[config.mk]
export PLATFORM = sky130hd
export DESIGN_NAME = threshold_dense_to_csr_unit
export DESIGN_NICKNAME = d
export VERILOG_FILES = /design/src/rtl/tdc_pkg.sv /design/src/rtl/tdc_front.sv /design/src/rtl/tdc_queue.sv /design/src/rtl/tdc_back.sv /design/src/rtl/threshold_dense_to_csr_unit.sv
export SDC_FILE = /design/constraint.sdc
export NUM_CORES = 1
export LEC_CHECK = 0
export BUFFER_PORTS_ARGS = -buffer_cell sky130_fd_sc_hd__buf_2
export CORE_AREA = 2 2 308 279
export DETAILED_ROUTE_END_ITERATION = 10
export DIE_AREA = 0 0 310 281
export REMOVE_ABC_BUFFERS = 1
export SYNTH_ARGS = -nofsm -noshare
export SYNTH_HDL_FRONTEND = slang
export SYNTH_SLANG_ARGS = --single-unit
[constraint.sdc]
create_clock -name clk -period 8.5 [get_ports clk]
set_input_delay 0.425 -clock clk [delete_from_list [all_inputs] [get_ports clk]]
set_output_delay 0.425 -clock clk [all_outputs]
set_load 0.03 [all_outputs]
[src/rtl/tdc_pkg.sv]
// ----------------------------------------------------------------------------
// tdc_pkg: shared types and constants for the threshold dense-to-CSR unit
// Holds the result record, the queue entry and the register indexes.
// ----------------------------------------------------------------------------
package tdc_pkg;

  localparam logic [0:0] CFG_THRESHOLD = 1'd0;
  localparam logic [0:0] CFG_ROW_LEN   = 1'd1;

  localparam logic KIND_COLUMN = 1'b0;
  localparam logic KIND_OFFSET = 1'b1;

  localparam logic [32:0] TOTAL_MAX = 33'h1_0000_0000;
  localparam logic [16:0] KEPT_MAX  = 17'h1_ffff;

  // results of the head element already sent
  typedef enum logic [1:0] {
    STEP_IDLE,
    STEP_START_DONE,
    STEP_COLUMN_DONE
  } tdc_step_t;

  // one classified element with up to three results
  typedef struct packed {
    logic        start;
    logic        keep;
    logic        row_end;
    logic [15:0] column;
    logic [15:0] row;
    logic [16:0] kept;
    logic [32:0] total;
  } tdc_entry_t;

  typedef struct packed {
    logic        kind;
    logic [15:0] column_index;
    logic [15:0] row_num;
    logic [16:0] row_kept;
    logic [32:0] row_offset;
    logic        last;
  } tdc_result_t;

endpackage

[src/rtl/tdc_front.sv]
// ----------------------------------------------------------------------------
// tdc_front: classify elements and update the row counters
// Compares the magnitude with the threshold and tracks column, row, counts.
// ----------------------------------------------------------------------------
module tdc_front
  import tdc_pkg::*;
(
  input  logic        clk,
  input  logic        rst_n,
  input  logic        cfg_we,
  input  logic [0:0]  cfg_index,
  input  logic [31:0] cfg_wdata,
  input  logic        take,
  input  logic [31:0] element_bits,
  input  logic        matrix_start,
  output tdc_entry_t  entry
);

  logic [31:0] thr_r;
  logic [16:0] len_r;
  logic [15:0] col_r, col_nxt;
  logic [15:0] row_r, row_nxt;
  logic [16:0] kept_r, kept_nxt;
  logic [32:0] total_r, total_nxt;
  logic [30:0] mag, tmag;
  logic        keep;
  logic [16:0] len_eff;
  logic [15:0] col0, row0;
  logic [16:0] kept0, kept1;
  logic [32:0] total0, total1;
  logic        row_end;

  always_ff @(posedge clk) begin
    if (!rst_n) begin
      thr_r <= '0;
      len_r <= 17'h1_0000;
    end else if (cfg_we) begin
      unique case (cfg_index)
        CFG_THRESHOLD: thr_r <= cfg_wdata;
        CFG_ROW_LEN:   len_r <= cfg_wdata[16:0];
        default: ;
      endcase
    end
  end

  always_comb begin
    mag  = element_bits[30:0];
    tmag = thr_r[30:0];
    if (mag > 31'h7f80_0000 || tmag > 31'h7f80_0000) keep = 1'b0;
    else if (thr_r[31]) keep = 1'b1;
    else keep = (mag >= tmag);
    len_eff = (len_r == 17'd0 || len_r > 17'h1_0000) ? 17'h1_0000 : len_r;
    col0   = matrix_start ? '0 : col_r;
    row0   = matrix_start ? '0 : row_r;
    kept0  = matrix_start ? '0 : kept_r;
    total0 = matrix_start ? '0 : total_r;
    kept1  = (keep && kept0 < KEPT_MAX) ? kept0 + 17'd1 : kept0;
    total1 = (keep && total0 < TOTAL_MAX) ? total0 + 33'd1 : total0;
    row_end = ({1'b0, col0} + 17'd1) >= len_eff;
    total_nxt = total1;
    if (row_end) begin
      col_nxt  = '0;
      row_nxt  = row0 + 16'd1;
      kept_nxt = '0;
    end else begin
      col_nxt  = col0 + 16'd1;
      row_nxt  = row0;
      kept_nxt = kept1;
    end
    entry.start   = matrix_start;
    entry.keep    = keep;
    entry.row_end = row_end;
    entry.column  = col0;
    entry.row     = row0;
    entry.kept    = kept1;
    entry.total   = total1;
  end

  always_ff @(posedge clk) begin
    if (!rst_n) begin
      col_r   <= '0;
      row_r   <= '0;
      kept_r  <= '0;
      total_r <= '0;
    end else if (take) begin
      col_r   <= col_nxt;
      row_r   <= row_nxt;
      kept_r  <= kept_nxt;
      total_r <= total_nxt;
    end
  end

endmodule

[src/rtl/tdc_queue.sv]
// ----------------------------------------------------------------------------
// tdc_queue: short queue of classified elements
// Four-entry register queue parting the front and back stages.
// ----------------------------------------------------------------------------
module tdc_queue
  import tdc_pkg::*;
(
  input  logic       clk,
  input  logic       rst_n,
  input  logic       push,
  input  tdc_entry_t push_data,
  output logic       full,
  input  logic       pop,
  output logic       not_empty,
  output tdc_entry_t head
);

  tdc_entry_t mem_r [4];
  logic [1:0] wp_r, rp_r;
  logic [2:0] cnt_r;

  assign full      = (cnt_r == 3'd4);
  assign not_empty = (cnt_r != 3'd0);
  assign head      = mem_r[rp_r];

  always_ff @(posedge clk) begin
    if (push) mem_r[wp_r] <= push_data;
  end

  always_ff @(posedge clk) begin
    if (!rst_n) begin
      wp_r  <= '0;
      rp_r  <= '0;
      cnt_r <= '0;
    end else begin
      if (push) wp_r <= wp_r + 2'd1;
      if (pop)  rp_r <= rp_r + 2'd1;
      cnt_r <= cnt_r + {2'd0, push} - {2'd0, pop};
    end
  end

endmodule

[src/rtl/tdc_back.sv]
// ----------------------------------------------------------------------------
// tdc_back: expand one classified element into its results
// Walks start, column and row-end results into a registered output.
// ----------------------------------------------------------------------------
module tdc_back
  import tdc_pkg::*;
(
  input  logic        clk,
  input  logic        rst_n,
  input  logic        q_valid,
  input  tdc_entry_t  q_head,
  output logic        q_pop,
  output logic        out_valid,
  input  logic        out_ready,
  output tdc_result_t out_res
);

  tdc_step_t   step_r, step_nxt;
  logic        ov_r;
  tdc_result_t res_r;
  logic        load;
  logic        no_res;
  tdc_result_t res;
  logic        more_k;

  // elements with no result leave the queue without touching the output
  assign no_res    = !(q_head.start || q_head.keep || q_head.row_end);
  assign out_valid = ov_r;
  assign out_res   = res_r;
  assign load      = q_valid && !no_res && (!ov_r || out_ready);

  always_comb begin
    res      = '0;
    step_nxt = step_r;
    more_k   = q_head.keep || q_head.row_end;
    q_pop    = q_valid && no_res;
    priority if (q_head.start && step_r == STEP_IDLE) begin
      res.kind = KIND_OFFSET;
      res.last = !more_k;
      step_nxt = STEP_START_DONE;
    end else if (q_head.keep && step_r != STEP_COLUMN_DONE) begin
      res.kind         = KIND_COLUMN;
      res.column_index = q_head.column;
      res.row_num      = q_head.row;
      res.row_offset   = q_head.total;
      res.last         = !q_head.row_end;
      step_nxt         = STEP_COLUMN_DONE;
    end else begin
      res.kind       = KIND_OFFSET;
      res.row_num    = q_head.row;
      res.row_kept   = q_head.kept;
      res.row_offset = q_head.total;
      res.last       = 1'b1;
    end
    if (load && res.last) begin
      q_pop    = 1'b1;
      step_nxt = STEP_IDLE;
    end
  end

  always_ff @(posedge clk) begin
    if (load) res_r <= res;
  end

  always_ff @(posedge clk) begin
    if (!rst_n) begin
      ov_r   <= 1'b0;
      step_r <= STEP_IDLE;
    end else begin
      if (load) ov_r <= 1'b1;
      else if (out_ready) ov_r <= 1'b0;
      if (load) step_r <= step_nxt;
    end
  end

endmodule

[src/rtl/threshold_dense_to_csr_unit.sv]
// ----------------------------------------------------------------------------
// threshold_dense_to_csr_unit: threshold sparsifier from dense rows to CSR
// One float32 element is taken per cycle while the queue is not full; each
// yields up to three results (matrix-start offset, kept column, row-end
// offset) delivered one per cycle while out_tready is high, so sustained rate
// is one element per cycle when each yields at most one result. A four-entry
// queue parts the classifying front from the registered output sequencer.
// ----------------------------------------------------------------------------
module threshold_dense_to_csr_unit
  import tdc_pkg::*;
(
  input  logic        clk,
  input  logic        rst_n,
  input  logic        cfg_we,
  input  logic [0:0]  cfg_index,
  input  logic [31:0] cfg_wdata,
  input  logic        in_tvalid,
  output logic        in_tready,
  input  logic [31:0] in_tdata,   // element_bits
  input  logic        in_tuser,   // matrix_start
  output logic        out_tvalid,
  input  logic        out_tready,
  output logic [87:0] out_tdata,  // column_index, row_num, row_kept, row_offset
  output logic        out_tuser,  // kind
  output logic        out_tlast   // last
);

  tdc_entry_t  entry, head;
  tdc_result_t res;
  logic        full, take, q_valid, q_pop;

  assign in_tready = !full;
  assign take      = in_tvalid && in_tready;

  tdc_front u_front (
    .clk, .rst_n, .cfg_we, .cfg_index, .cfg_wdata, .take,
    .element_bits(in_tdata), .matrix_start(in_tuser), .entry
  );

  tdc_queue u_queue (
    .clk, .rst_n, .push(take), .push_data(entry), .full,
    .pop(q_pop), .not_empty(q_valid), .head
  );

  tdc_back u_back (
    .clk, .rst_n, .q_valid, .q_head(head), .q_pop,
    .out_valid(out_tvalid), .out_ready(out_tready), .out_res(res)
  );

  assign out_tdata = {6'd0, res.row_offset, res.row_kept, res.row_num, res.column_index};
  assign out_tuser = res.kind;
  assign out_tlast = res.last;

`ifndef SYNTHESIS
  a_pop_on_last: assert property (@(posedge clk) disable iff (!rst_n)
    q_pop |-> q_valid)
    else $error("pop without queued element");
  a_hold: assert property (@(posedge clk) disable iff (!rst_n)
    (out_tvalid && !out_tready) |=> out_tvalid && $stable(out_tdata))
    else $error("result changed while stalled");
  a_no_push_full: assert property (@(posedge clk) disable iff (!rst_n)
    full |-> !take)
    else $error("request taken while queue full");
`endif

endmodule
==> results of run 1 <==
-- worst min-delay path, stage by stage --
cell	delay [ns]
buf_2	0.10
nand2_1	0.04
a21oi_1	0.05
-- Yosys cell counts (34+ instances only) --
master | number | area [sq um]
mux4_2 | 85 | 1914
clkbuf_1 | 78 | 292.8
nor2_1 | 46 | 172.7
a21oi_1 | 102 | 510.5
nor4_1 | 34 | 212.7
inv_1 | 57 | 214.0
nor2b_1 | 126 | 788.3
nand2_1 | 240 | 900.9
edfxtp_1 | 424 | 12730
nand3_1 | 69 | 345.3
xnor2_1 | 36 | 315.3
and3_1 | 42 | 262.8
ha_1 | 59 | 738.2
dfxtp_1 | 143 | 2863
-- flip-flops by register name, indices dropped and copies added (netlist names), named ones only --
register and flops:
u_queue.mem_r 340, u_back.out_res 84, u_front.total_r 33, u_front.thr_r 32, u_front.kept_r 17, u_front.len_r 17
u_front.col_r 16, u_front.row_r 16, u_queue.cnt_r 3, u_back.step_r 2, u_queue.rp_r 2, u_queue.wp_r 2
u_back.out_valid 1
-- worst max path at each step --
stage,startpoint,slack (ns),cells after the start,to
after detailed placement,in_tuser,3.02,16,u_front.kept_r[6]
after global placement,in_tuser,3.18,16,u_front.kept_r[4]
after floorplan,flop,1.68,6,u_back.step_r[0]
after CTS,u_front.col_r[0],3.38,15,u_front.kept_r[6]
final,u_front.col_r[0],3.24,15,u_front.kept_r[6]
after global routing,u_front.col_r[0],3.00,15,u_front.kept_r[6]
-- report_power, final --
| part | total, mW | switching, mW | leakage [nW] | internal (mW) |
|---|---|---|---|---|
| clock network | 2.79 | 1.13 | 1.04 | 1.66 |
| logic | 1.91 | 1.31 | 3.60 | 0.599 |
| registers | 3.63 | 0.152 | 5.56 | 3.48 |
| total | 8.33 | 2.59 | 10.2 | 5.74 |
-- per-stage QoR --
step | utilization [%] | area, sq um | power, mW | cells
final | 34.71 | 29130 | 8.333 | 3248
after global routing | 34.71 | 29130 | 8.741 | 3248
after CTS | 34.71 | 29120 | 8.482 | 3248
after detailed placement | 32.14 | 26970 | 5.664 | 3132
after global placement | 32.14 | 26970 | 5.618 | 3132
after floorplan | - | 24530 | 4.993 | 1820
-- placed cells by master (no fill, tap or decap), types with 6 or more instances in the layout --
cell,instances
edfxtp_1,424
nand2_1,240
buf_2,155
dfxtp_1,141
nor2b_1,125
a21oi_1,102
mux4_2,85
nand3_1,69
clkbuf_16,61
ha_1,59
inv_1,55
nor2_1,46
and3_1,37
xnor2_1,36
nor4_1,33
nand4_1,32
or3_1,24
nand2b_1,24
buf_4,24
nor3_1,22
o211ai_1,20
or4_1,17
o21ai_0,16
xor2_1,16
o21ai_1,15
clkbuf_1,15
a31oi_1,14
a21o_1,12
o31ai_1,12
and2_1,11
clkbuf_8,10
and4_1,9
clkinv_2,8
bufinv_16,8
o2111ai_1,7
o311ai_1,6
conb_1,6
-- cells by family (layout without fill, tap and decap cells) --
| group | after synthesis | in the layout | synth area share [%] |
|---|---|---|---|
| buf+inv | 168 | 355 | 2.682 |
| fa+ha+maj | 60 | 60 | 3.038 |
| compound gates | 261 | 261 | 6.838 |
| mux | 89 | 89 | 7.836 |
| xor+xnor | 52 | 52 | 1.825 |
| simple gates | 725 | 725 | 15.28 |
| other cells | 1 | 6 | 0.01503 |
| flops | 567 | 567 | 62.49 |
-- final cells by class --
cell class              instances  area share [%]
repair buffers                179           3.282
clock buffers                  86           5.906
clock inverters                30           1.473
inverters                      60          0.7818
flip-flops and latches        567           53.57
well taps                    1133           4.867
multi-input cells            1193           30.12
-- routing by layer --
metal | vias to the layer above | global-route usage, %
li1 | 7543 | -
met1 | 8024 | 18.94
met2 | 527 | 21.77
met3 | 95 | 3.386
met4 | 4 | 3.382
met5 | - | 0
==> metrics.txt, run 1 <==
status=finished, final reports clean; TritonCTS clock tree=yes; largest net degree at the start of global routing=90; Die ar.=0.08711 sq mm; via count=16,190; PnR worst setup slack=3.239 ns; Post-synth EDFFs=424; n_diodes=0; Die Wd=310 microns; Port Buffer Count=155; Starting Density=29.74%; Max-cap violations=0; Slowest-stage cell, CP=nor3_1; worst reg2reg setup slack=3.24 ns; Hold Path Sink=u_front.thr_r[22]; Sink Count=567; hold_buf cts=0; Ports=163; synthesized instance count=1,923; Final Setup Violations=0; post-synthesis sequential area ratio=62.49%; Post-Syn Area per Cell=12.98 sq um; Die Ht=281 microns; FF-to-FF path depth=15; Layout area overhead=16.71%; met3 wire len=4.613 mm; CP Data Arrival Time=5.77 ns; reg2reg start=u_front.col_r[0]; worst relative slew slack=16.02%; Nets=2,193; cts bufs inserted=61; RD Place Congestion=0.8240; delay-heaviest family, CP=simple AND/OR/NAND/NOR gates; antenna violations before repair=3; site row count=101; kind of critical path=flop to flop; fillcell total=8,236; routed len/inst=18.70 microns; Yosys cell types=82; Crit Path Max Fanout=12; highest metal used=met5; worst IR drop on VDD=0.0001915 V; vias in the first global route=16,230; Via-to-Cell Ratio=4.986; CP Data Required Time=9.01 ns; met2 WL=27.79 mm; Worst Max-Slew Pin Slew=1.254 ns; #FFs+latches synth=567; asr flop ratio synth=0%; postcts setup bufs=0; mapped cell area=0.02496 sq mm; Clock H-tree levels=2; Slew Viols, Final=0; worst hold slack=0.03814 ns; Reg area=0.01560 sq mm; clock root buffer=clkbuf_16; first-pass GRT wire length=93.36 mm; post-CTS sizing=0; area of the multi-input gates=0.008775 sq mm; core footprint=0.08391 sq mm; Period minus WS final=5.261 ns; CP Cell Sequence=nor2b_1, ha_1, nand3_1, nor4_1, nand3_1, nor2_1, xor2_1, ha_1, a21o_1, a21oi_1, o221ai_1, buf_4, nor3_1, nand3_1, o32ai_1; Highest Clock Rate=190.1 MHz; final hold violation count=0; RSZ-0062 raised after global routing=false; layout cells sized above 1=18.20%; Hold Crit Start=cfg_wdata[22]; fin crit share=61.90%; pre-CTS setup slack=3.024 ns; nature of the critical path endpoint=flop; ANT nets after route=0; LEAKAGE=10.19 nW; clk_skew=0.04415 ns; overflow left after global routing=0; Pre-antenna DRT Iters=5; crit start category=flop; M1 WL=27.04 mm; critical path's largest stage delay=0.83 ns; WHS Path Cells=3; yosys synthesis warning count=0; Iteration-0 DRC Markers=1,349; Synth Flop Type=edfxtp_1; Min-Delay Path Class=primary input to flop; CP bufs+invs=1; clock-pin slew on the worst setup and hold paths=0.06 ns; CTS max path bufs=3; power per cell area=286.1 mW/mm^2; Residual DRC=0; RR Endpoint=u_front.kept_r[6]; clk_lat worst skew=0.66 ns; drt total wl=60.74 mm; CP most frequent cell=nand3_1; post-DP HPWL=38.64 mm; total track usage=13.77%; Setup TNS=0 ns
Power figures use the tool's default switching activity.
==> run 2: changes to the inputs <==
Clock period 8.5 ns to 4.7 ns, I/O delays scaled along.
==> metrics.txt, run 2 (synthesis results as in run 1) <==
largest net degree at the start of global routing=77 (-14%); overflow left after global routing=0 (unchanged); Clock H-tree levels=2 (unchanged); RD Place Congestion=0.8504 (+3.2%); critical path's largest stage delay=0.55 ns (-0.28 ns); clock root buffer=clkbuf_16; CP Cell Sequence=nor2b_1, ha_1, nand3_1, nor4_1, nand3_1, nor2_1, xor2_1, ha_1, a21o_1, a21oi_1, o221ai_1, buf_4, or2_1, nor2_1, buf_4, or4b_1, nand3_1; final hold violation count=0 (unchanged); Hold Crit Start=out_tready; commonest non-fill, non-tap cell in the layout=edfxtp_1; CTS max path bufs=3 (unchanged); Ports=163 (unchanged); Die ar.=0.08711 sq mm (unchanged); routed len/inst=18.29 microns (-2.2%); Die Ht=281 microns (unchanged); drt total wl=60.34 mm (-0.66%); Slowest-stage cell, CP=nor4_1; Max-cap violations=0 (unchanged); via count=16,250 (+0.33%); pre-CTS setup slack=0.2818 ns (-2.743 ns); Die Wd=310 microns (unchanged); LEAKAGE=10.46 nW (+2.6%); Iteration-0 DRC Markers=1,172 (-13%); Design Area, Final=0.02964 sq mm (+1.8%); clock-pin slew on the worst setup and hold paths=0.06 ns (about the same); ANT nets after route=0 (unchanged); Slew Viols, Final=0 (unchanged); first-pass GRT wire length=94.19 mm (+0.89%); FF-to-FF path depth=17 (+2); total track usage=13.84% (+0.065 points); cts bufs inserted=61 (unchanged); CP most frequent cell=nand3_1; n_diodes=0 (unchanged); Final Setup Violations=0 (unchanged); RR Endpoint=u_front.kept_r[9]; Nets=2,246 (+2.4%); Period minus WS final=4.257 ns (-1.004 ns); layout cells sized above 1=19.02% (+0.82 points); Starting Density=29.74% (unchanged); Pre-antenna DRT Iters=8 (+3); TritonCTS clock tree=yes; site row count=101 (unchanged); delay-heaviest family, CP=simple AND/OR/NAND/NOR gates; reg2reg start=u_front.col_r[0]; vias in the first global route=16,560 (+2.1%); Layout area overhead=18.77%; crit start category=flop; CP Data Required Time=5.26 ns (-3.75 ns); Largest register FFs=340 (unchanged); fin crit share=90.57% (+29 points); clk_skew=0.04676 ns (+0.002613 ns); antenna violations before repair=2 (-1); PnR worst setup slack=0.4431 ns (-2.796 ns); placed instance area=0.02713 sq mm (+0.58%); clk_lat worst skew=0.65 ns (about the same); worst IR drop on VDD=0.0003555 V (+86%); core footprint=0.08391 sq mm (unchanged); worst reg2reg setup slack=0.44 ns (-2.80 ns); Min-Delay Path Class=primary input to flop; WHS Path Cells=3 (unchanged); post-DP HPWL=39.55 mm (+2.4%); Port Buffer Count=155 (unchanged); Sink Count=567 (unchanged); Highest Clock Rate=234.9 MHz (+24%); Residual DRC=0 (unchanged); CP bufs+invs=2 (+1); Hold Path Sink=u_back.out_valid; most frequent cells in the layout=424 x edfxtp_1, 240 x nand2_1, 155 x buf_2; status=finished, final reports clean; Crit Path Max Fanout=12 (unchanged); postcts setup bufs=0 (unchanged); power per cell area=513.2 mW/mm^2 (+79%); kind of critical path=flop to flop; worst relative slew slack=18.10% (+2.1 points); Most flops, register=u_queue.mem_r; Worst Max-Slew Pin Slew=1.228 ns (-0.02556 ns); post-layout util=35.33% (+0.61 points); CP Data Arrival Time=4.82 ns (-0.95 ns); nature of the critical path endpoint=flop; fillcell total=8,130 (-1.3%); Via-to-Cell Ratio=4.925 (-1.2%); RSZ-0062 raised after global routing=false; Total Power=15.21 mW (+83%)
-- run 2: cell types whose count changed in the layout (fill, tap and decap cells not counted), sizes merged --
cell / delta
buf: +21
bufinv: +3
clkbuf: -16
clkinv: +7
dlygate4sd3: +32
inv: +4
-- run 2: tightest hold or removal path: cells and delay by family --
family          cells  cell delay (ns)
simple gates        1             0.21
buf+inv             1             0.09
compound gates      1             0.09
-- run 2: through the flow --
stage               hold slack [ns]  TNS, ns  std cells
finish                      0.06863        0       3299
global route                0.04112        0       3299
CTS                         0.02785        0       3299
detailed placement           0.4583        0       3153
global placement             0.4508        0       3153
floorplan                    0.3239  -245.66       1820
-- run 2: cell type report --
type	instances	area, sq um	share of cell area [%]
Tap cell	1133	1418	4.782
Clock inverter	44	566.8	1.912
Sequential cell	567	15600	52.64
Inverter	60	227.7	0.7682
Timing Repair Buffer	232	1434	4.837
Multi-Input combinational cell	1193	8772	29.59
Clock buffer	70	1622	5.470
-- run 2: what timing repair did --
item | 4_1_cts | 5_1_grt
hold buffers | 32 | 0
setup endpoints to repair | 0 | 2
endpoints found under the hold margin | 49 | 0
resized for setup | 0 | 1
-- run 2: layer usage --
layer	up-vias	share of wire, %	GRT usage (%)
met5	-	0.045	0
met4	4	1.8	3.394
met3	80	6.6	3.167
met2	462	47	22.47
met1	8073	45	18.67
li1	7628	-	-
-- run 2: worst max path at each step --
| stage | startpoint | depth (start not counted) | end | slack, ns |
|---|---|---|---|---|
| finish | u_front.col_r[0] | 17 | u_front.kept_r[9] | 0.44 |
| global route | u_front.col_r[1] | 16 | u_front.kept_r[6] | 0.13 |
| CTS | u_front.col_r[1] | 16 | u_front.row_r[4] | 0.29 |
| detailed placement | in_tuser | 17 | u_front.row_r[4] | 0.28 |
| global placement | in_tuser | 17 | u_front.row_r[4] | 0.37 |
| floorplan | flop | 6 | u_back.step_r[0] | -2.12 |
-- run 2: power breakdown --
| group | switching (mW) | internal [mW] | leakage, nW | total, mW |
|---|---|---|---|---|
| combinational | 2.41 | 1.12 | 3.83 | 3.54 |
| clock | 2.07 | 3.10 | 1.07 | 5.17 |
| sequential | 0.214 | 6.29 | 5.56 | 6.51 |
